--- src/rtl/core/eac_pkg.sv ---
// ----------------------------------------------------------------------------
// eac_pkg
// types, constants and helpers of the euler angle composition datapath
// ----------------------------------------------------------------------------
`default_nettype none

package eac_pkg;

    localparam int ROT_W      = 34;   // rotation cordic x, y, z
    localparam int VEC_W      = 35;   // vectoring cordic x, y
    localparam int SC_W       = 17;   // q1.15 value plus room for +1
    localparam int SQRT_STEPS = 31;   // result bits of the square root

    localparam logic signed [ROT_W-1:0] CORDIC_GAIN_Q30 = 34'sd652032874;
    localparam logic signed [ROT_W-1:0] TURN_QUARTER    = 34'sd1073741824;
    localparam logic signed [ROT_W-1:0] TURN_HALF       = 34'sd2147483648;
    localparam logic signed [SC_W-1:0]  ONE_Q15         = 17'sd32768;
    localparam logic [31:0]             HALF_TURN_U     = 32'h8000_0000;

    typedef enum logic [1:0] {
        MODE_NORMAL,
        MODE_LOCK_UP,
        MODE_LOCK_DOWN
    } mode_t;

    typedef struct packed {
        logic signed [ROT_W-1:0] x;
        logic signed [ROT_W-1:0] y;
        logic signed [ROT_W-1:0] z;
        logic                    flip;
    } rot_t;

    typedef struct packed {
        logic signed [VEC_W-1:0] x;
        logic signed [VEC_W-1:0] y;
        logic [31:0]             z;
        logic                    zero;
    } vec_t;

    typedef struct packed {
        logic [61:0] rad;
        logic [33:0] rem;
        logic [30:0] root;
    } sqrt_t;

    typedef struct packed {
        logic signed [SC_W-1:0] c00;
        logic signed [SC_W-1:0] c01;
        logic signed [SC_W-1:0] c02;
        logic signed [SC_W-1:0] c11;
        logic signed [SC_W-1:0] c20;
        logic signed [SC_W-1:0] c21;
        logic signed [SC_W-1:0] c22;
        mode_t                  mode;
    } prod_t;

    // arctangent of 2^-i in turn units (2^32 a turn)
    function automatic logic [31:0] arc_tan(input int unsigned idx);
        logic [31:0] r;
        unique case (idx)
            0:  r = 32'd536870912;
            1:  r = 32'd316933406;
            2:  r = 32'd167458907;
            3:  r = 32'd85004756;
            4:  r = 32'd42667331;
            5:  r = 32'd21354465;
            6:  r = 32'd10679838;
            7:  r = 32'd5340245;
            8:  r = 32'd2670163;
            9:  r = 32'd1335087;
            10: r = 32'd667544;
            11: r = 32'd333772;
            12: r = 32'd166886;
            13: r = 32'd83443;
            14: r = 32'd41722;
            15: r = 32'd20861;
            16: r = 32'd10430;
            17: r = 32'd5215;
            18: r = 32'd2608;
            19: r = 32'd1304;
            20: r = 32'd652;
            21: r = 32'd326;
            22: r = 32'd163;
            23: r = 32'd81;
            24: r = 32'd41;
            25: r = 32'd20;
            26: r = 32'd10;
            27: r = 32'd5;
            28: r = 32'd3;
            29: r = 32'd1;
            30: r = 32'd1;
            default: r = 32'd0;
        endcase
        return r;
    endfunction

    // round half up by 2^s, clamp to plus or minus one in q15
    function automatic logic signed [SC_W-1:0] round_clamp(
        input logic signed [63:0] v,
        input int unsigned        s
    );
        logic signed [63:0] r;
        r = (v + (64'sd1 <<< (s - 1))) >>> s;
        if (r > 64'sd32768) r = 64'sd32768;
        if (r < -64'sd32768) r = -64'sd32768;
        return $signed(r[SC_W-1:0]);
    endfunction

    // vectoring start: zero vector flag, left half plane turned by pi
    function automatic vec_t vec_init(
        input logic signed [VEC_W-1:0] y,
        input logic signed [VEC_W-1:0] x
    );
        vec_t v;
        v.zero = (x == '0) && (y == '0);
        if (x[VEC_W-1]) begin
            v.x = -x;
            v.y = -y;
            v.z = HALF_TURN_U;
        end
        else begin
            v.x = x;
            v.y = y;
            v.z = '0;
        end
        return v;
    endfunction

endpackage

`default_nettype wire

--- src/rtl/core/eac_vec_cell.sv ---
// ----------------------------------------------------------------------------
// eac_vec_cell
// one vectoring-mode cordic iteration with its pipeline register
// ----------------------------------------------------------------------------
`default_nettype none

module eac_vec_cell #(
    parameter int STEP = 0
) (
    input  wire logic          clk,
    input  wire logic          en,
    input  wire eac_pkg::vec_t d,
    output eac_pkg::vec_t      q
);

    localparam logic [31:0] ARC = eac_pkg::arc_tan(STEP);

    eac_pkg::vec_t q_reg;
    eac_pkg::vec_t q_next;

    always_comb
    begin
        q_next = d;
        if (!d.y[eac_pkg::VEC_W-1])
        begin
            q_next.x = d.x + (d.y >>> STEP);
            q_next.y = d.y - (d.x >>> STEP);
            q_next.z = d.z + ARC;
        end
        else
        begin
            q_next.x = d.x - (d.y >>> STEP);
            q_next.y = d.y + (d.x >>> STEP);
            q_next.z = d.z - ARC;
        end
    end

    always_ff @(posedge clk)
    begin
        if (en)
        begin
            q_reg <= q_next;
        end
    end

    assign q = q_reg;

endmodule

`default_nettype wire

--- config.mk ---
export PLATFORM = sky130hd
export DESIGN_NAME = eac_vec_cell
export DESIGN_NICKNAME = d
export VERILOG_FILES = /design/src/rtl/core/eac_pkg.sv /design/src/rtl/core/eac_vec_cell.sv
export SDC_FILE = /design/constraint.sdc
export NUM_CORES = 1
export LEC_CHECK = 0
export ABC_AREA = 1
export BUFFER_PORTS_ARGS = -buffer_cell sky130_fd_sc_hd__buf_2
export CORE_AREA = 2 2 182 184
export DETAILED_ROUTE_END_ITERATION = 10
export DIE_AREA = 0 0 184 186
export GPL_ROUTABILITY_DRIVEN = 0
export HOLD_SLACK_MARGIN = 0.06
export PLACE_DENSITY = 0.63
export SETUP_SLACK_MARGIN = 0.05
export SLEW_MARGIN = 10
export SYNTH_ARGS = -nofsm -noshare
export SYNTH_HDL_FRONTEND = slang
export SYNTH_SLANG_ARGS = --single-unit
--- constraint.sdc ---
create_clock -name clk -period 3.2 [get_ports clk]
set_input_delay 0.48 -clock clk [delete_from_list [all_inputs] [get_ports clk]]
set_output_delay 0.48 -clock clk [all_outputs]
set_load 0.01 [all_outputs]
Word-level counts from Yosys, hierarchy flattened. Cells that the tools add are included.

Add/subtract/negate cells: 5. Multiplexer cells: 1.

Operators by type and width (number): 102-bit 2-to-1 mux (1); 35-bit subtractor (2); 35-bit adder (1); 32-bit by 30-bit adder with 32-bit output (second input constant) (1); 32-bit by 30-bit subtractor with 32-bit output (second input constant) (1).

Register bits after elaboration: 103. Output and inout port bits: 103.

Logic depth before layout (Yosys ltp).
Depth after elaboration: 2. Gate-level depth with buffers: 17. Depth with buffers taken out: 16.

Worst setup path before layout. OpenSTA, ideal clock, no wires.

Path type: input to register. Start: in d[33] (netlist bit). End: reg q_reg (netlist bit q[63]) (data pin). Arrival time: 1.953 ns. Setup slack: 0.994 ns. Stages on the path: 11. Cell sequence: inv_1 ha_1 fa_1 o21ai_2 a21oi_1 o21ai_1 nand2_1 nand2_1 nand2_1 nand3_1 nand2_1.

RTL lines: start: declaration (line eac_vec_cell.sv:12) `input wire eac_pkg::vec_t d,`; end signal: assignment (line eac_vec_cell.sv:42) `q_reg <= q_next;`; end: declaration (line eac_vec_cell.sv:18) `eac_pkg::vec_t q_reg;`.

==> qor.txt <==
Outcome: finished, final reports clean
DR vias: 11.71k
Power Density: 379.5 nW/um2
Final setup vio count: 0
Synth async-reset ratio: 0%
Hold_ws: 0.2765 ns
Chip Height: 186 um
Tightest Pin Transition: 0.8276 ns
Crit path to: q[98]
Die Width: 184 um
CTS clk-pin slew, worst paths: 0.08 ns
Starting DRT DRC Count: 1106
Synth unique cells: 43
GR Overflow Total: 0
Gate Count Post-Synth: 1684
Pint: 2.869 mW
Sequential area share after synthesis: 27.53%
Routed WL: 38720 um
RSZ-0062 raised after global routing: no
Number of global-route vias before repair: 11.15k
Clock root buffer: clkbuf_16
Sequential share of power: 35.4%
Most numerous cell in the Yosys netlist: nand2_1
Crit. Startpoint: d[54]
First-pass GRT wire length: 59200 um
Largest register FFs: 102
Top delay family on crit path: compound AO/OA/AOI/OAI gates
Maxcap violations: 0
Reported net switching power: 1.991 mW
Post-CTS Setup Inserts: 0
Multi-input gate area: 6708 um2
Type of destination of the critical path: flop
Syn avg cell area: 6.607 um2
Area Overhead vs Synth: 15.10%
Antenna violations before repair: 1
Crit path cell chain: buf_2 > inv_1 > ha_1 > inv_1 > a21oi_1 > o21ai_1 > a21oi_1 > nor2_1 > nor2_1 > nand3_1 > nand3_1 > nand2_1
Synth area leaders: edfxtp_1 (28%), nand2_1 (17%), ha_1 (12%)
Post_cts resized: 0
Final core utilization: 39.76%
CP Class: input port to flop
Port buffer count: 207
Initial core utilization: 34.55%
Detail Route Antenna Nets: 0
Sw Ratio: 40.97%
Final net count: 2085
CTS Hold Bufs: 0
EDFF count, synth: 102
Max frequency: 373.8 MHz
Yosys reg bits: 102
YS warnings: 0
CP Data Arrival Time: 2.80 ns
Worst-path fanout max: 8
Clk buf depth: 2
CTS tree: done
Final Max Slew Viols: 0
Die area: 34220 um2
Largest net degree at the start of global routing: 64
Required time of the worst setup path: 3.32 ns
Yosys top cell area share: 27.53%
Post-Syn Area: 11130 um2
CP Launch Type: input port
Wirelength per Cell: 16.94 um
GRT Util Overall: 22.54%
Initial DRT Pass Iterations: 6
# rows: 66
Residual DRC: 0
Worst path depth: 12
Dominant cell type by area after synthesis: edfxtp_1
Post-DP HPWL: 32090 um
CTS Buf Count: 9
Worst min path class: input port to flop
Worst VDD drop: 0.2470 mV
Final hold violation count: 0
CTS Sinks: 102
CP max stage cell: ha_1
Slowest Stage Delay on Critical Path: 0.45 ns
Buf/Inv on CP: 3
Syn Nets: 1897
Final worst-path cycle share: 83.60%
Part of the power in the clock network: 23.5%
Sequential cell area: 3063 um2
H-tree levels: 3
Ports: 208
Vias per std cell: 5.122
Core Area: 32210 um2
Final-layout fill cell count: 3487
Layout cells sized above 1: 16.25%
Final min period: 2.675 ns
Logic pwr share: 41.1%
Worst slew margin: 44.82%
Synth Flop Type: edfxtp_1
Final TNS setup: 0 ns
Pleak: 6.633 nW
Post-synth top cells: nand2_1 (500), inv_1 (274), nand3_1 (156)
-- layout make-up --
cell class / instances / share of cell area (%)
clock inverter: 7 / 0.5276
timing repair buffer: 223 / 9.145
antenna: 1 / 0.01954
clock buffer: 9 / 1.759
sequential: 102 / 23.92
multi-input combinational: 1254 / 52.38
tap: 408 / 3.986
inverter: 282 / 8.266
-- routing by layer --
layer | track usage (%) | vias to the layer above | routed length [um]
li1 | - | 5743 | -
met1 | 31.29 | 5338 | 17440
met2 | 35.15 | 528 | 16780
met3 | 2.544 | 100 | 3019
met4 | 10.27 | 0 | 1485
met5 | 0 | - | 0
-- power by group through the flow --
stage / Sequential, mW / Combinational (mW) / Clock (mW)
floorplan: 1.85 / 1.16 / 0
global placement: 1.75 / 1.93 / 0
detailed placement: 1.75 / 1.96 / 0
CTS: 1.73 / 1.96 / 1.19
global route: 1.74 / 2.20 / 1.23
finish: 1.72 / 2.00 / 1.14
-- per-stage QoR --
step	cells	setup WS, ns	total power, mW	area [um2]
2_1_floorplan	1684	0.9938	3.002	11130
3_3_place_gp	2269	0.2378	3.684	12510
3_5_place_dp	2269	0.2212	3.711	12510
4_1_cts	2285	0.6173	4.880	12800
5_1_grt	2285	0.4308	5.172	12800
6_report	2286	0.5250	4.860	12810
-- worst min-delay path by stage --
stage | from | slack (ns) | endpoint | cells after the start
finish | d[8] | 0.28 | q[8] | 1
detailed placement | d[5] | 0.66 | q[5] | 1
global placement | d[0] | 0.66 | q[0] | 1
CTS | d[8] | 0.26 | q[8] | 1
floorplan | d[0] | 0.58 | q[0] | 0
global route | d[16] | 0.26 | q[16] | 1
-- cell usage in the layout, fill, tap and decap left out, types with 4 or more instances in the layout --
| master | instances |
|---|---|
| inv_2 | 9 |
| ha_1 | 104 |
| xor2_1 | 26 |
| inv_1 | 273 |
| o21ai_0 | 73 |
| edfxtp_1 | 102 |
| nand2_2 | 15 |
| a21oi_1 | 116 |
| o21ai_1 | 16 |
| buf_4 | 16 |
| o22ai_1 | 7 |
| o21bai_1 | 20 |
| a21oi_2 | 4 |
| nor3_1 | 6 |
| nor3_2 | 4 |
| and2_1 | 4 |
| nor2_1 | 136 |
| clkbuf_16 | 9 |
| nand3_1 | 156 |
| nand2_1 | 500 |
| nor2_4 | 8 |
| fa_1 | 4 |
| nand4_1 | 11 |
| nor2_2 | 14 |
| buf_2 | 206 |
| nand3_2 | 4 |
-- cell families after synthesis --
| kind of cell | share of synthesized area (%) |
|---|---|
| adder cells (fa/ha/maj) | 12.42 |
| multiplexers | 0.08997 |
| XOR/XNOR | 2.283 |
| AND/OR/NAND/NOR | 33.60 |
| buffers and inverters | 12.18 |
| AO/OA/AOI/OAI | 11.90 |
| flip-flops | 27.53 |
(Power assumes the default switching activity.)
