$ cat src/rtl/core/eac_pkg.sv
// ----------------------------------------------------------------------------
// eac_pkg
// types, constants and helpers of the euler angle composition datapath
// ----------------------------------------------------------------------------
`default_nettype none

package eac_pkg;

    localparam int ROT_W      = 34;   // rotation cordic x, y, z
    localparam int VEC_W      = 35;   // vectoring cordic x, y
    localparam int SC_W       = 17;   // q1.15 value plus room for +1
    localparam int SQRT_STEPS = 31;   // result bits of the square root

    localparam logic signed [ROT_W-1:0] CORDIC_GAIN_Q30 = 34'sd652032874;
    localparam logic signed [ROT_W-1:0] TURN_QUARTER    = 34'sd1073741824;
    localparam logic signed [ROT_W-1:0] TURN_HALF       = 34'sd2147483648;
    localparam logic signed [SC_W-1:0]  ONE_Q15         = 17'sd32768;
    localparam logic [31:0]             HALF_TURN_U     = 32'h8000_0000;

    typedef enum logic [1:0] {
        MODE_NORMAL,
        MODE_LOCK_UP,
        MODE_LOCK_DOWN
    } mode_t;

    typedef struct packed {
        logic signed [ROT_W-1:0] x;
        logic signed [ROT_W-1:0] y;
        logic signed [ROT_W-1:0] z;
        logic                    flip;
    } rot_t;

    typedef struct packed {
        logic signed [VEC_W-1:0] x;
        logic signed [VEC_W-1:0] y;
        logic [31:0]             z;
        logic                    zero;
    } vec_t;

    typedef struct packed {
        logic [61:0] rad;
        logic [33:0] rem;
        logic [30:0] root;
    } sqrt_t;

    typedef struct packed {
        logic signed [SC_W-1:0] c00;
        logic signed [SC_W-1:0] c01;
        logic signed [SC_W-1:0] c02;
        logic signed [SC_W-1:0] c11;
        logic signed [SC_W-1:0] c20;
        logic signed [SC_W-1:0] c21;
        logic signed [SC_W-1:0] c22;
        mode_t                  mode;
    } prod_t;

    // arctangent of 2^-i in turn units (2^32 a turn)
    function automatic logic [31:0] arc_tan(input int unsigned idx);
        logic [31:0] r;
        unique case (idx)
            0:  r = 32'd536870912;
            1:  r = 32'd316933406;
            2:  r = 32'd167458907;
            3:  r = 32'd85004756;
            4:  r = 32'd42667331;
            5:  r = 32'd21354465;
            6:  r = 32'd10679838;
            7:  r = 32'd5340245;
            8:  r = 32'd2670163;
            9:  r = 32'd1335087;
            10: r = 32'd667544;
            11: r = 32'd333772;
            12: r = 32'd166886;
            13: r = 32'd83443;
            14: r = 32'd41722;
            15: r = 32'd20861;
            16: r = 32'd10430;
            17: r = 32'd5215;
            18: r = 32'd2608;
            19: r = 32'd1304;
            20: r = 32'd652;
            21: r = 32'd326;
            22: r = 32'd163;
            23: r = 32'd81;
            24: r = 32'd41;
            25: r = 32'd20;
            26: r = 32'd10;
            27: r = 32'd5;
            28: r = 32'd3;
            29: r = 32'd1;
            30: r = 32'd1;
            default: r = 32'd0;
        endcase
        return r;
    endfunction

    // round half up by 2^s, clamp to plus or minus one in q15
    function automatic logic signed [SC_W-1:0] round_clamp(
        input logic signed [63:0] v,
        input int unsigned        s
    );
        logic signed [63:0] r;
        r = (v + (64'sd1 <<< (s - 1))) >>> s;
        if (r > 64'sd32768) r = 64'sd32768;
        if (r < -64'sd32768) r = -64'sd32768;
        return $signed(r[SC_W-1:0]);
    endfunction

    // vectoring start: zero vector flag, left half plane turned by pi
    function automatic vec_t vec_init(
        input logic signed [VEC_W-1:0] y,
        input logic signed [VEC_W-1:0] x
    );
        vec_t v;
        v.zero = (x == '0) && (y == '0);
        if (x[VEC_W-1]) begin
            v.x = -x;
            v.y = -y;
            v.z = HALF_TURN_U;
        end
        else begin
            v.x = x;
            v.y = y;
            v.z = '0;
        end
        return v;
    endfunction

endpackage

`default_nettype wire

$ cat src/rtl/core/eac_rot_cell.sv
// ----------------------------------------------------------------------------
// eac_rot_cell
// one rotation-mode cordic iteration with its pipeline register
// ----------------------------------------------------------------------------
`default_nettype none

module eac_rot_cell #(
    parameter int STEP = 0
) (
    input  wire logic          clk,
    input  wire logic          en,
    input  wire eac_pkg::rot_t d,
    output eac_pkg::rot_t      q
);

    localparam logic signed [eac_pkg::ROT_W-1:0] ARC =
        eac_pkg::ROT_W'(eac_pkg::arc_tan(STEP));

    eac_pkg::rot_t q_reg;
    eac_pkg::rot_t q_next;

    always_comb
    begin
        q_next = d;
        if (!d.z[eac_pkg::ROT_W-1])
        begin
            q_next.x = d.x - (d.y >>> STEP);
            q_next.y = d.y + (d.x >>> STEP);
            q_next.z = d.z - ARC;
        end
        else
        begin
            q_next.x = d.x + (d.y >>> STEP);
            q_next.y = d.y - (d.x >>> STEP);
            q_next.z = d.z + ARC;
        end
    end

    always_ff @(posedge clk)
    begin
        if (en)
        begin
            q_reg <= q_next;
        end
    end

    assign q = q_reg;

endmodule

`default_nettype wire

$ cat config.mk
export PLATFORM = sky130hd
export DESIGN_NAME = eac_rot_cell
export DESIGN_NICKNAME = d
export VERILOG_FILES = /design/src/rtl/core/eac_pkg.sv /design/src/rtl/core/eac_rot_cell.sv
export SDC_FILE = /design/constraint.sdc
export NUM_CORES = 1
export LEC_CHECK = 0
export ABC_AREA = 1
export BUFFER_PORTS_ARGS = -buffer_cell sky130_fd_sc_hd__buf_2
export CAP_MARGIN = 10
export CORE_ASPECT_RATIO = 0.7
export CORE_MARGIN = 2
export CORE_UTILIZATION = 52
export CTS_CLUSTER_SIZE = 14
export DETAILED_ROUTE_END_ITERATION = 8
export GPL_TIMING_DRIVEN = 0
export PLACE_DENSITY_LB_ADDON = 0.3
export SLEW_MARGIN = 10
export SYNTH_ARGS = -nofsm -noshare
export SYNTH_HDL_FRONTEND = slang
export SYNTH_SLANG_ARGS = --single-unit
$ cat constraint.sdc
create_clock -name clk -period 2 [get_ports clk]
set_clock_uncertainty 0.15 [all_clocks]
set_input_delay 0.1 -clock clk [delete_from_list [all_inputs] [get_ports clk]]
set_output_delay 0.1 -clock clk [all_outputs]
set_load 0.01 [all_outputs]
# Word level (Yosys, flattened, before mapping)
# Cells that the tools add are included.
[word_totals]
regBits = 103
inputBits = 105
output_inout_bits = 103
wordCells = 10
[op_classes]
add_sub_neg = 5
muxes = 1
[op_table]
columns = ["cell", "n"]
rows = [
  ["$mux 102", 1],
  ["$sub 34x34->34", 2],
  ["$add 34x31->34 const B", 1],
  ["$add 34x34->34", 1],
  ["$sub 34x31->34 const B", 1],
]

# Logic depth before layout (Yosys ltp)
[logic_depth]
ltp_word = 2
depth_mapped = 18

# Worst setup path after synthesis
# No wires, ideal clock.
[synth_timing]
path_type = "in2reg"
start = "input d[35] (netlist name)"
end = "register q_reg (netlist bit q[65]) (data pin)"
setup_time_ps = 254
arrival_time_ps = 1658
t_required_ps = 1596
slack_ps = -62
cell_stages = 14
path_buffers = 0
cell_sequence = "ha_1 -> fa_1 -> nand2_1 -> nor2_1 -> nor2_2 -> inv_1 -> nand2_1 -> nand2_1 -> nand2_1 -> nand2_1 -> nand2_1 -> nand3_1 -> nand3_1 -> nand2_1"
[synth_lines]
columns = ["item", "line_no", "source"]
rows = [
  ["start, declared", "eac_rot_cell.sv:12", "input wire eac_pkg::rot_t d,"],
  ["end signal, assigned", "eac_rot_cell.sv:43", "q_reg <= q_next;"],
  ["end, declared", "eac_rot_cell.sv:19", "eac_pkg::rot_t q_reg;"],
]

==> out/qor.yml <==
mostFrequentLayoutCells: "360 x nand2_1, 210 x buf_2, 189 x inv_1"
power_density_nw_per_um2: 605.3
ir_worst_vdd_v: 0.0004337
rsz0062_at_grt: "yes"
post-place-ws_ps: -777.8
crit_path_max_fanout: 10
gp_congestion: 1.004
drcViolationCount: 0
avgRoutedWirePerCell_um: 19.07
clock_sinks: 102
drv_slew: 0
final_nets: 2003
syn_inst: 1517
fillers: 1744
final_hold_viol_count: 0
grt_pass1_wl_um: 57490
largest_reg_flops: 102
max_freq_ghz: 0.5083
ys.warnings.count: 0
ys_seq_area_share_pct: 29.45
finalCritPeriodShare_pct: 98.37
area_growth_pct: 29.98
fin_ws_ps: 32.55
cp-end-kind: "flip-flop"
num_rows: 43
synth_area_um2: 10400
synth_ff_type: "edfxtp_1"
cts_buffers: 9
required_ps: 1960
synth-seq-cells: 102
placed_area_um2: 11800
ios: 208
p_total_mw: 8.182
die_width_um: 173.0
crit_type: "input pin to flip-flop"
synth_edf_count: 102
cts.clk_slew.worst_paths_ps: 70
drive_gt1_share_pct: 28.90
syn-num-nets: 1728
ant_nets: 0
worst_pin_slew_ps: 1039
grt_pass1_vias: 10450
synth-async-reset-ratio_pct: 0
finalSetupViolations: 0
holdWs_ps: 19.32
hpwl_um: 30830
cts_buffer_depth: 2
cp-start-kind: "input pin"
max-slew-margin-rel_pct: 30.73
n_antenna_cell: 0
p_leak_nw: 6.459
viasPerCell: 5.725
hold_path.class: "input pin to flip-flop"
dieHeight_um: 122.3
yosysUniqueCellTypes: 43
portBuffers: 206
synth.avg_cell_area_um2: 6.855
grt_max_degree: 71
drv_cap: 0
clock-root-buffer: "clkbuf_16"
first_pass_iters: 8
cts_tree: "done"
drt_wl_total_um: 39400
finish.instance_area_um2: 13520
final_common_cell: "nand2_1"
gr-total-overflow: 0
drtIter0Drc: 1391
status: "finished, final reports clean"
start_util_pct: 52.81
grt_usage_pct: 36.00
core_um2: 19690
finalCriticalPeriod_ps: 1967
grt_antenna_before_repair: 1
critPathArrivalTime_ps: 1930
num_vias: 11830
h-tree-depth: 3
die_area_um2: 21160
[cell type report]
cell class	instances	area, um^2	area share (%)
Multi-Input combinational cell	1158	7084	52.41
Sequential cell	102	3063	22.66
Timing Repair Buffer	265	1577	11.66
Inverter	213	828.3	6.128
Buffer	43	341.6	2.527
Tap cell	270	337.8	2.499
Clock buffer	9	225.2	1.666
Clock inverter	6	60.06	0.4443
[stage by stage]
| step | TNS (ps) | utilization [%] | cells |
|---|---|---|---|
| 2_1_floorplan | 0 | - | 1517 |
| 3_3_place_gp | -61130 | 59.77 | 1993 |
| 3_5_place_dp | -27820 | 59.93 | 1994 |
| 4_1_cts | -161.6 | 64.04 | 2045 |
| 5_1_grt | -562.6 | 68.64 | 2066 |
| 6_report | 0 | 68.64 | 2066 |
[cells by family after synthesis]
family / count (synthesis) / synth area share, %
flip-flops: 102 / 29.45
adder cells (fa/ha/maj): 106 / 13.04
AND/OR/NAND/NOR: 743 / 29.91
XOR/XNOR: 29 / 2.443
buffers and inverters: 257 / 10.26
AO/OA/AOI/OAI: 279 / 14.79
multiplexers: 1 / 0.09626
[path summary, 6_finish.rpt]
kind	slack, ps	to	cells past startpoint	start
min	20	q[34]	3	d[33]
max	30	q[53]	12	d[38]
[synth_stat cells (2+ instances only)]
master | number | area [um^2]
o211ai_1 | 4 | 30.03
buf_2 | 13 | 65.06
nand3b_1 | 2 | 15.01
o21a_1 | 4 | 30.03
a31oi_1 | 3 | 18.77
o21bai_1 | 10 | 75.07
nor2_1 | 145 | 544.3
ha_1 | 102 | 1276
xor2_1 | 28 | 245.2
nor4_2 | 2 | 25.02
a21oi_2 | 4 | 35.03
inv_1 | 203 | 762.0
o22ai_1 | 6 | 37.54
or2_2 | 3 | 18.77
a21boi_0 | 2 | 15.01
o31ai_1 | 5 | 37.54
nand3_1 | 143 | 715.7
fa_1 | 4 | 80.08
edfxtp_1 | 102 | 3063
o21ai_1 | 13 | 65.06
inv_2 | 9 | 33.78
nor2_2 | 11 | 68.82
nor3_2 | 3 | 30.03
a21oi_1 | 129 | 645.6
buf_6 | 2 | 22.52
a21o_1 | 11 | 82.58
nor3_1 | 13 | 65.06
clkbuf_1 | 9 | 33.78
nand2_2 | 5 | 31.28
nand2_1 | 404 | 1516
buf_4 | 19 | 142.6
o21ai_0 | 82 | 410.4
o21ai_2 | 4 | 35.03
nand4_1 | 9 | 56.30
[critical path, stage by stage]
cell and delay [ps]:
buf_2 110, inv_1 50, ha_1 340, buf_6 180
a21oi_2 290, o21ai_0 130, nand2_1 80, nand3b_1 170
a21oi_1 230, nand2_1 90, nand2_1 80, o21ai_2 80
[routing by layer]
| metal | vias to the layer above | GRT usage (%) | share of wire [%] |
|---|---|---|---|
| met5 | - | 0 | 0 |
| li1 | 5519 | - | - |
| met3 | 58 | 9.572 | 14 |
| met4 | 0 | 7.309 | 1.7 |
| met2 | 784 | 51.78 | 40 |
| met1 | 5467 | 53.98 | 44 |
[timing repair]
item,in CTS,in global routing
hold buffers,32,0
endpoints found under the hold margin,32,0
gates cloned,0,0
buffers inserted,5,21
resized for setup,54,232
endpoints found under the setup margin,40,52
pin swaps,6,25
[power by group]
group	leakage [nW]	switching [mW]	internal, mW	total [mW]
Sequential	0.997	0.0666	2.69	2.76
Combinational	5.33	2.38	1.26	3.64
Clock	0.132	0.921	0.864	1.78
Note: power is estimated with default switching activity, not from simulation.
