<file path="src/rtl/core/eac_pkg.sv">
// ----------------------------------------------------------------------------
// eac_pkg
// types, constants and helpers of the euler angle composition datapath
// ----------------------------------------------------------------------------
`default_nettype none

package eac_pkg;

    localparam int ROT_W      = 34;   // rotation cordic x, y, z
    localparam int VEC_W      = 35;   // vectoring cordic x, y
    localparam int SC_W       = 17;   // q1.15 value plus room for +1
    localparam int SQRT_STEPS = 31;   // result bits of the square root

    localparam logic signed [ROT_W-1:0] CORDIC_GAIN_Q30 = 34'sd652032874;
    localparam logic signed [ROT_W-1:0] TURN_QUARTER    = 34'sd1073741824;
    localparam logic signed [ROT_W-1:0] TURN_HALF       = 34'sd2147483648;
    localparam logic signed [SC_W-1:0]  ONE_Q15         = 17'sd32768;
    localparam logic [31:0]             HALF_TURN_U     = 32'h8000_0000;

    typedef enum logic [1:0] {
        MODE_NORMAL,
        MODE_LOCK_UP,
        MODE_LOCK_DOWN
    } mode_t;

    typedef struct packed {
        logic signed [ROT_W-1:0] x;
        logic signed [ROT_W-1:0] y;
        logic signed [ROT_W-1:0] z;
        logic                    flip;
    } rot_t;

    typedef struct packed {
        logic signed [VEC_W-1:0] x;
        logic signed [VEC_W-1:0] y;
        logic [31:0]             z;
        logic                    zero;
    } vec_t;

    typedef struct packed {
        logic [61:0] rad;
        logic [33:0] rem;
        logic [30:0] root;
    } sqrt_t;

    typedef struct packed {
        logic signed [SC_W-1:0] c00;
        logic signed [SC_W-1:0] c01;
        logic signed [SC_W-1:0] c02;
        logic signed [SC_W-1:0] c11;
        logic signed [SC_W-1:0] c20;
        logic signed [SC_W-1:0] c21;
        logic signed [SC_W-1:0] c22;
        mode_t                  mode;
    } prod_t;

    // arctangent of 2^-i in turn units (2^32 a turn)
    function automatic logic [31:0] arc_tan(input int unsigned idx);
        logic [31:0] r;
        unique case (idx)
            0:  r = 32'd536870912;
            1:  r = 32'd316933406;
            2:  r = 32'd167458907;
            3:  r = 32'd85004756;
            4:  r = 32'd42667331;
            5:  r = 32'd21354465;
            6:  r = 32'd10679838;
            7:  r = 32'd5340245;
            8:  r = 32'd2670163;
            9:  r = 32'd1335087;
            10: r = 32'd667544;
            11: r = 32'd333772;
            12: r = 32'd166886;
            13: r = 32'd83443;
            14: r = 32'd41722;
            15: r = 32'd20861;
            16: r = 32'd10430;
            17: r = 32'd5215;
            18: r = 32'd2608;
            19: r = 32'd1304;
            20: r = 32'd652;
            21: r = 32'd326;
            22: r = 32'd163;
            23: r = 32'd81;
            24: r = 32'd41;
            25: r = 32'd20;
            26: r = 32'd10;
            27: r = 32'd5;
            28: r = 32'd3;
            29: r = 32'd1;
            30: r = 32'd1;
            default: r = 32'd0;
        endcase
        return r;
    endfunction

    // round half up by 2^s, clamp to plus or minus one in q15
    function automatic logic signed [SC_W-1:0] round_clamp(
        input logic signed [63:0] v,
        input int unsigned        s
    );
        logic signed [63:0] r;
        r = (v + (64'sd1 <<< (s - 1))) >>> s;
        if (r > 64'sd32768) r = 64'sd32768;
        if (r < -64'sd32768) r = -64'sd32768;
        return $signed(r[SC_W-1:0]);
    endfunction

    // vectoring start: zero vector flag, left half plane turned by pi
    function automatic vec_t vec_init(
        input logic signed [VEC_W-1:0] y,
        input logic signed [VEC_W-1:0] x
    );
        vec_t v;
        v.zero = (x == '0) && (y == '0);
        if (x[VEC_W-1]) begin
            v.x = -x;
            v.y = -y;
            v.z = HALF_TURN_U;
        end
        else begin
            v.x = x;
            v.y = y;
            v.z = '0;
        end
        return v;
    endfunction

endpackage

`default_nettype wire

</file>
<file path="src/rtl/core/eac_sqrt_cell.sv">
// ----------------------------------------------------------------------------
// eac_sqrt_cell
// one restoring square-root digit: two radicand bits in, one root bit out
// ----------------------------------------------------------------------------
`default_nettype none

module eac_sqrt_cell (
    input  wire logic           clk,
    input  wire logic           en,
    input  wire eac_pkg::sqrt_t d,
    output eac_pkg::sqrt_t      q
);

    eac_pkg::sqrt_t q_reg;
    eac_pkg::sqrt_t q_next;
    logic [33:0]    cur;
    logic [33:0]    trial;

    always_comb
    begin
        cur   = {d.rem[31:0], d.rad[61:60]};
        trial = {1'b0, d.root, 2'b01};
        q_next.rad = {d.rad[59:0], 2'b00};
        if (cur >= trial)
        begin
            q_next.rem  = cur - trial;
            q_next.root = {d.root[29:0], 1'b1};
        end
        else
        begin
            q_next.rem  = cur;
            q_next.root = {d.root[29:0], 1'b0};
        end
    end

    always_ff @(posedge clk)
    begin
        if (en)
        begin
            q_reg <= q_next;
        end
    end

    assign q = q_reg;

endmodule

`default_nettype wire

</file>
<file path="config.mk">
export PLATFORM = sky130hd
export DESIGN_NAME = eac_sqrt_cell
export DESIGN_NICKNAME = d
export VERILOG_FILES = /design/src/rtl/core/eac_pkg.sv /design/src/rtl/core/eac_sqrt_cell.sv
export SDC_FILE = /design/constraint.sdc
export NUM_CORES = 1
export LEC_CHECK = 0
export BUFFER_PORTS_ARGS = -buffer_cell sky130_fd_sc_hd__buf_2
export CAP_MARGIN = 0
export CORE_ASPECT_RATIO = 0.6
export CORE_UTILIZATION = 52
export CTS_CLUSTER_DIAMETER = 80
export DETAILED_ROUTE_END_ITERATION = 6
export PLACE_DENSITY_LB_ADDON = 0.25
export SYNTH_ARGS = -nofsm -noshare
export SYNTH_HDL_FRONTEND = slang
export SYNTH_SLANG_ARGS = --single-unit
export TNS_END_PERCENT = 10
</file>
<file path="constraint.sdc">
create_clock -name clk -period 4.2 [get_ports clk]
set_input_delay 0.21 -clock clk [delete_from_list [all_inputs] [get_ports clk]]
set_output_delay 0.21 -clock clk [all_outputs]
set_load 0.02 [all_outputs]
</file>
# == Word-level counts from Yosys, hierarchy flattened ==
# Index checks and enable logic that the tools add are counted.
# totals
regBits,125
input_bits,129
out_inout_bits,127
word_cells,6
# classes
n_addsub,1
order_cmp,1
n_mux,1
# ops
op,n
65-bit 2-to-1 mux,1
34-bit by 33-bit greater-or-equal comparator with 1-bit output,1
34-bit by 33-bit subtractor with 34-bit output,1

# == Depth between registers and ports, before layout ==
# Gate-level depths: netlist (run 1).
# depth
depth_word,2
mapped_depth,14
mapped_depth_nobuf,11

# == Worst setup path after synthesis (run 1) ==
# Ideal clock, no wire load.
# synth_path
path_type,input to register
startpoint,input port d[0] (netlist bit)
endpoint,register q_reg (netlist bit q[63]) (data pin)
arrival_time_ns,2.229
required_time_ns,3.943
path_slack_ns,1.714
path_stages,11
n_path_buf,1
path_cell_list,inv_1 > ha_1 > nor2b_4 > o31a_1 > o31ai_2 > a21oi_2 > o211a_4 > o21ai_4 > buf_6 > a31oi_1 > a32o_1
# synth_lines
element,line,source
from (decl),eac_sqrt_cell.sv:10,"input wire eac_pkg::sqrt_t d,"
to (signal assigned),eac_sqrt_cell.sv:40,q_reg <= q_next;
to (decl),eac_sqrt_cell.sv:14,eac_pkg::sqrt_t q_reg;

==> flow_summary.ini, run 1 <==
[yosys]
synth_cell_types = 58
synth_most_common_cell = edfxtp_1
synth_warnings = 0
ys_top_cells_by_count = 125 x edfxtp_1, 43 x inv_1, 40 x a21oi_1
ys.flop_type = edfxtp_1
synth.area.top_cells = edfxtp_1 60%, ha_1 6.7%, a21oi_1 3.2%
synth_top_area_share_pct = 60.5
yosysTopAreaCell = edfxtp_1
synth.avg_cell_area_sq_um = 12.2
yosysSeqAreaShare_pct = 60.5
synth-edff-count = 125
syn_area_sq_mm = 0.00621
ys_ff_latch = 125
async_flop_share_pct = 0
synthCells = 508

[sta]
drv_slew = 0
fmaxAchievable_mhz = 290
rsz0062_at_grt = false
min_period_ns = 3.45
min_period_over_period_pct = 82.2
tightest_slew_ns = 0.766
layout_setup_ws_ns = 0.749
setup_viol = 0
totalNegativeSetupSlack_ns = 0
hold_viol = 0
relSlewSlack_pct = 48.8

[global_routing]
grt_max_degree = 48
grt_overflow_total = 0
antenna_found_initial = 0
globalRouteMet1Util_pct = 35.9
grt_pass1_vias = 5317
grt_usage_pct = 29.9
grt_busiest_layer = met2
grt_use_met2_pct = 51.3
grt_pass1_wl_um = 26900
grt_util_met3_pct = 7.62

[setup_path]
crit_family = compound AO/OA/AOI/OAI gates
worstPathMaxFanout = 38
crit_required_ns = 4.35
arrival_ns = 3.60
crit_path_cell_trace = dlygate4sd3_1, buf_2, inv_1, ha_1, nor2b_4, o31a_1, o31ai_2, a21oi_2, o211a_4, o21ai_4, inv_2, mux2i_1, nor2_1
path_class = in -> reg
critPathLaunchType = primary input
startpoint = d[0]
critical_path_buf_inv_count = 4
slowest_delay_ns = 0.52
crit_path_end_kind = register
crit_slowest_cell = dlygate4sd3_1

[clocking]
clkTransAtPathRegs_ns = 0.06
cts_buffers = 17
cts_root_buffer = clkbuf_16
cts_tree = built
cts.sinks = 125
clockBufferDepth = 2
htree_levels = 4

[power]
p_per_area_mw_per_mm2 = 443
swShare_pct = 29.9
ir_drop_uv = 331
power_frac_clock_pct = 38.9
power.leakage_nw = 4.09
p_int_mw = 2.82
power_frac_seq_pct = 38.9
combinationalPowerShare_pct = 22.2
p_total_mw = 4.03
p_sw_mw = 1.21

[min_path]
min_from = d[19]
hp-class = in -> reg

[routing]
ant_nets = 0
drc = 0
via_count = 5512
viasPerCell = 5.36
wl_per_cell_um = 18.0
drt_iter0_markers = 474
drt-total-wl_um = 18500
dr.pass1.iters = 6

[outcome]
outcome = completed

[floorplanning]
die_h_um = 86.6
core_area_sq_mm = 0.0114
rows = 30
io_pins = 256
die_w_um = 143
die_area_sq_mm = 0.0124
start_util_pct = 54.2

[finish]
fin_area_sq_mm = 0.00908
n_antenna_cell = 0
drive_above_1_share_pct = 35.1
largest_reg_flops = 125
utilization_pct = 79.4
area_growth_pct = 46.4
n_fill_cell = 727
nNetsFinal = 1017

[placed_design]
post-place-ws_ns = 0.942
numPortBuffers = 251
dpl_cell_area_sq_mm = 0.00758
dp_hpwl_um = 11500
gp_congestion = 0.899

[flow_run]
maxCapViolCount = 0
## power groups by stage
| stage | clock, mW | combinational, mW | sequential, mW |
|---|---|---|---|
| floorplan | 0 | 0.355 | 1.76 |
| global placement | 0 | 0.783 | 1.58 |
| detailed placement | 0 | 0.799 | 1.59 |
| CTS | 1.56 | 0.869 | 1.56 |
| global route | 1.63 | 0.952 | 1.58 |
| finish | 1.57 | 0.893 | 1.57 |
## cells in the final DEF, fill, tap and decap left out, drive strengths merged, types with 16 or more instances in the layout
cell and instances:
ha 33, inv 48, a21oi 44, a21o 16, edfxtp 125, o21ai 26
nor2 40, nand2 37, buf 254, clkbuf 18, dlygate4sd3 89
## logic make-up after synthesis
family,Yosys count,synth area share (%)
AOI/OAI and AO/OA,133,14.7
xor gates and xnor gates,22,3.10
adders and majority gates,33,6.65
buffers and inverters,60,4.49
DFF,125,60.5
muxes,3,0.504
other,1,0.0604
and+or+nand+nor,131,10.0
## per-layer routing
layer | routed length (um) | vias to the layer above
li1 | - | 2581
met1 | 7390 | 2600
met2 | 9200 | 288
met3 | 1540 | 43
met4 | 412 | 0
met5 | 0 | -
## worst paths after layout
| path | endpoint | slack (ns) | depth (start not counted) |
|---|---|---|---|
| max | q[59] | 0.75 | 13 |
| min | q[20] | 0.02 | 1 |
## timing repair
action                    in CTS  in global routing
setup buffers                  0                  0
gates resized for setup        0                  0
hold endpoints to repair      89                  0
hold buffers                  89                  0
## through the flow
step,std cells,hold WS (ns)
2_1_floorplan,509,0.309
3_3_place_gp,907,0.387
3_5_place_dp,907,0.388
4_1_cts,1028,0.00734
5_1_grt,1028,0.00942
6_report,1028,0.0236
## layout make-up
| type | instances | area [sq um] | share of cell area [%] |
|---|---|---|---|
| clock inverter | 14 | 186 | 2.05 |
| tap | 160 | 200 | 2.20 |
| clock buffer | 18 | 429 | 4.72 |
| sequential | 125 | 3750 | 41.3 |
| timing repair buffer | 343 | 2170 | 23.9 |
| inverter | 44 | 165 | 1.82 |
| multi-input combinational | 324 | 2180 | 24.0 |
Note: power is estimated with default switching activity, not from simulation.
==> inputs of run 2 (changes only) <==
Settings changed: CORE_UTILIZATION 52 to 44.
Clock period 4.2 ns to 2.89 ns, I/O delays scaled along.
==> flow_summary.ini, run 2 (synthesized netlist as in run 1, its figures left out) <==
[outcome]
outcome = completed

[floorplanning]
core_area_sq_mm = 0.0137
die_h_um = 94
die_area_sq_mm = 0.0146
io_pins = 256
start_util_pct = 45.3
die_w_um = 155
rows = 33

[sta]
min_period_over_period_pct = 96.0
rsz0062_at_grt = true
layout_setup_ws_ns = 0.114
fmaxAchievable_mhz = 360
min_period_ns = 2.78
hold_viol = 0
relSlewSlack_pct = 57.7
setup_viol = 0
tightest_slew_ns = 0.634
drv_slew = 0

[clocking]
cts_root_buffer = clkbuf_16
htree_levels = 4
cts.sinks = 125
clockBufferDepth = 2
clkTransAtPathRegs_ns = 0.06
postCtsSetupBuffers = 0
cts_buffers = 17
cts_tree = built

[placed_design]
post-place-ws_ns = 0.109
dp_hpwl_um = 12600
gp_congestion = 0.853
numPortBuffers = 251

[flow_run]
maxCapViolCount = 0

[min_path]
hp-class = in -> reg

[finish]
mostFrequentLayoutCells = 250 x buf_2, 125 x edfxtp_1, 90 x dlygate4sd3_1, 43 x inv_1
drive_above_1_share_pct = 37.5
area_growth_pct = 50.7
utilization_pct = 68.2
nNetsFinal = 1030
mostFrequentLayoutCell = buf_2
n_antenna_cell = 0
largest_reg_flops = 125

[setup_path]
critical_path_buf_inv_count = 4
crit_path_end_kind = register
crit_path_cell_trace = dlygate4sd3_1, buf_2, inv_1, ha_4, o21a_1, o31a_1, o31ai_4, a21oi_4, o211a_4, o21ai_4, buf_4, a31oi_1, a32o_1
slowest_delay_ns = 0.54
crit_required_ns = 3.05
path_class = in -> reg
arrival_ns = 2.94
critPathLaunchType = primary input
worstPathMaxFanout = 4
crit_slowest_cell = dlygate4sd3_1
crit_family = compound AO/OA/AOI/OAI gates

[routing]
via_count = 5337
drc = 0
ant_nets = 0
drt-total-wl_um = 18500
drt_iter0_markers = 297
wl_per_cell_um = 17.3
dr.pass1.iters = 5
viasPerCell = 4.97

[global_routing]
grt_overflow_total = 0
grt_usage_pct = 25.4
grt_max_degree = 68
grt_pass1_wl_um = 27600
grt_pass1_vias = 5280
antenna_found_initial = 0

[power]
p_per_area_mw_per_mm2 = 617
power.leakage_nw = 4.16
p_total_mw = 5.77
ir_drop_uv = 368
## run 2: what timing repair did
action,CTS,global route
endpoints found under the hold margin,90,0
resized for setup,0,19
endpoints found under the setup margin,0,27
hold buffers,90,0
## run 2: area by class of cell
class | instances | area (sq um)
fillers | 1072 | 4360
flip-flops and latches | 125 | 3750
repair buffers | 356 | 2310
multi-input cells | 324 | 2290
clock buffers | 18 | 429
well taps | 192 | 240
inverters | 44 | 168
clock inverters | 14 | 158
## run 2: metrics by stage
| stage | hold slack (ns) | setup TNS [ns] | cell area, sq um | cells |
|---|---|---|---|---|
| after detailed placement | 0.323 | 0 | 7750 | 951 |
| after CTS | 0.00624 | 0 | 9240 | 1073 |
| after global routing | 0.0253 | -0.00143 | 9350 | 1073 |
| after floorplan | 0.243 | 0 | 6210 | 509 |
| final | 0.0292 | 0 | 9350 | 1073 |
| after global placement | 0.321 | 0 | 7750 | 951 |
## run 2: per-layer routing
metal / share of wire, % / global-route usage [%] / routed length [um]
met1: 45 / 32.5 / 8340
met2: 48 / 42.4 / 8840
met3: 6.3 / 6.92 / 1170
met4: 1.0 / 7.03 / 191
met5: 0 / 0 / 0
## run 2: path summary, 6_finish.rpt
check / startpoint / endpoint / slack (ns) / depth (start not counted)
max: d[1] / q[63] / 0.11 / 13
min: d[40] / q[42] / 0.03 / 3
## run 2: power by group
| part | internal [mW] | leakage [nW] | switching, mW | total (mW) |
|---|---|---|---|---|
| Clock | 1.29 | 0.278 | 0.842 | 2.13 |
| Sequential | 2.22 | 1.22 | 0.0491 | 2.27 |
| Combinational | 0.551 | 2.66 | 0.817 | 1.37 |
| Total | 4.06 | 4.16 | 1.71 | 5.77 |
==> inputs of run 3 (changes only) <==
Settings changed: CORE_UTILIZATION 44 to 49.
Clock period 2.89 ns to 2.8 ns, I/O delays scaled along.
==> flow_summary.ini, run 3 (synthesized netlist as in run 1, its figures left out) <==
[routing]
drt-total-wl_um = 18600
viasPerCell = 5.25
drt_iter0_markers = 296
dr.pass1.iters = 4
via_count = 5571
ant_nets = 0
wl_per_cell_um = 17.6
drc = 0

[setup_path]
path_class = in -> reg
crit_required_ns = 2.97
crit_family = buffers and inverters
crit_path_end_kind = register
critical_path_buf_inv_count = 4
arrival_ns = 2.96
crit_slowest_cell = dlygate4sd3_1
worstPathMaxFanout = 12
crit_path_cell_trace = dlygate4sd3_1, buf_2, inv_1, ha_2, nor2_1, nor3b_1, o31ai_1, a31o_2, nand2_1, o21ai_4, buf_12, and2_1, a31o_2
slowest_delay_ns = 0.53
critical_path.most_common_cell = a31o_2
critPathLaunchType = primary input

[finish]
largest_reg_flops = 125
mostFrequentLayoutCells = 250 x buf_2, 125 x edfxtp_1, 90 x dlygate4sd3_1, 43 x inv_1, 39 x a21oi_1
area_growth_pct = 51.7
nNetsFinal = 1046
n_fill_cell = 762
drive_above_1_share_pct = 38.8
fin_cells = 1062
utilization_pct = 77.1
mostFrequentLayoutCell = buf_2

[sta]
fmaxAchievable_mhz = 359
min_period_over_period_pct = 99.6
relSlewSlack_pct = 60.0
totalNegativeSetupSlack_ns = 0
layout_setup_ws_ns = 0.0107
rsz0062_at_grt = true
min_period_ns = 2.79
hold_viol = 0
drv_slew = 0
tightest_slew_ns = 0.600
setup_viol = 0

[clocking]
clkTransAtPathRegs_ns = 0.06
cts.sinks = 125
clockBufferDepth = 2
cts_buffers = 17
htree_levels = 4
cts_root_buffer = clkbuf_16
cts_tree = built

[global_routing]
grt_busiest_layer = met2
grt_util_met3_pct = 7.45
grt_overflow_total = 0
grt_pass1_wl_um = 27800
grt_use_met2_pct = 47.9
grt_pass1_vias = 5295
grt_max_degree = 56
globalRouteMet1Util_pct = 36.8
antenna_found_initial = 2
grt_usage_pct = 28.4

[power]
power.leakage_nw = 4.22
ir_drop_uv = 512
p_per_area_mw_per_mm2 = 620
p_int_mw = 4.04
power_frac_clock_pct = 34.7
swShare_pct = 30.8
p_total_mw = 5.84
combinationalPowerShare_pct = 25.0
p_sw_mw = 1.80
power_frac_seq_pct = 40.3

[floorplanning]
die_area_sq_mm = 0.0131
die_h_um = 89.2
core_area_sq_mm = 0.0122
rows = 31
start_util_pct = 50.8
die_w_um = 147
io_pins = 256

[placed_design]
numPortBuffers = 251
post-place-ws_ns = 0.0374
placed_cells = 934
gp_congestion = 0.857
dp_hpwl_um = 12100

[min_path]
hp-class = in -> reg

[outcome]
outcome = completed

[flow_run]
maxCapViolCount = 0
==> run 3: changes by cell type in the layout (fill, tap and decap cells not counted), moves of 2 or more <==
cell,delta
inv_8,+2
ha_2,+2
clkinv_2,+2
bufinv_16,-2
buf_4,+16
ha_1,-2
==> run 3: area by class of cell <==
type                    instances  area (sq um)  share of cell area (%)
repair buffers                372          2450                    26.0
well taps                     165           206                    2.19
multi-input cells             324          2300                    24.4
clock inverters                14           113                    1.20
clock buffers                  17           425                    4.52
inverters                      44           168                    1.78
diodes                          1          2.50                  0.0266
flip-flops and latches        125          3750                    39.9
==> run 3: stage by stage <==
stage	cell area, sq um	hold slack [ns]
floorplan	6210	0.239
global placement	7790	0.317
detailed placement	7790	0.318
CTS	9230	0.00845
global route	9420	0.0356
finish	9420	0.0332
==> run 3: final timing paths <==
kind,from,endpoint,slack [ns],cells after the start
worst max-delay path,d[26],q[43],0.01,13
worst min-delay path,d[52],q[54],0.03,3
==> run 3: what timing repair did <==
| item | in CTS | in global routing |
|---|---|---|
| resized for setup | 0 | 23 |
| setup endpoints to repair | 0 | 22 |
| hold buffers | 90 | 0 |
| setup buffers | 0 | 5 |
| endpoints found under the hold margin | 90 | 0 |
==> run 3: metal layers <==
layer  wire [um]  vias to the layer above
li1            -                     2653
met1        8070                     2616
met2        8850                      273
met3        1510                       27
met4         209                        2
met5          10                        -
==> run 3: power groups by stage <==
stage | Sequential, mW | Combinational, mW | Clock (mW)
2_1_floorplan | 2.64 | 0.532 | 0
3_3_place_gp | 2.38 | 1.25 | 0
3_5_place_dp | 2.38 | 1.27 | 0
4_1_cts | 2.35 | 1.37 | 2.06
5_1_grt | 2.36 | 1.57 | 2.13
6_report | 2.35 | 1.46 | 2.02
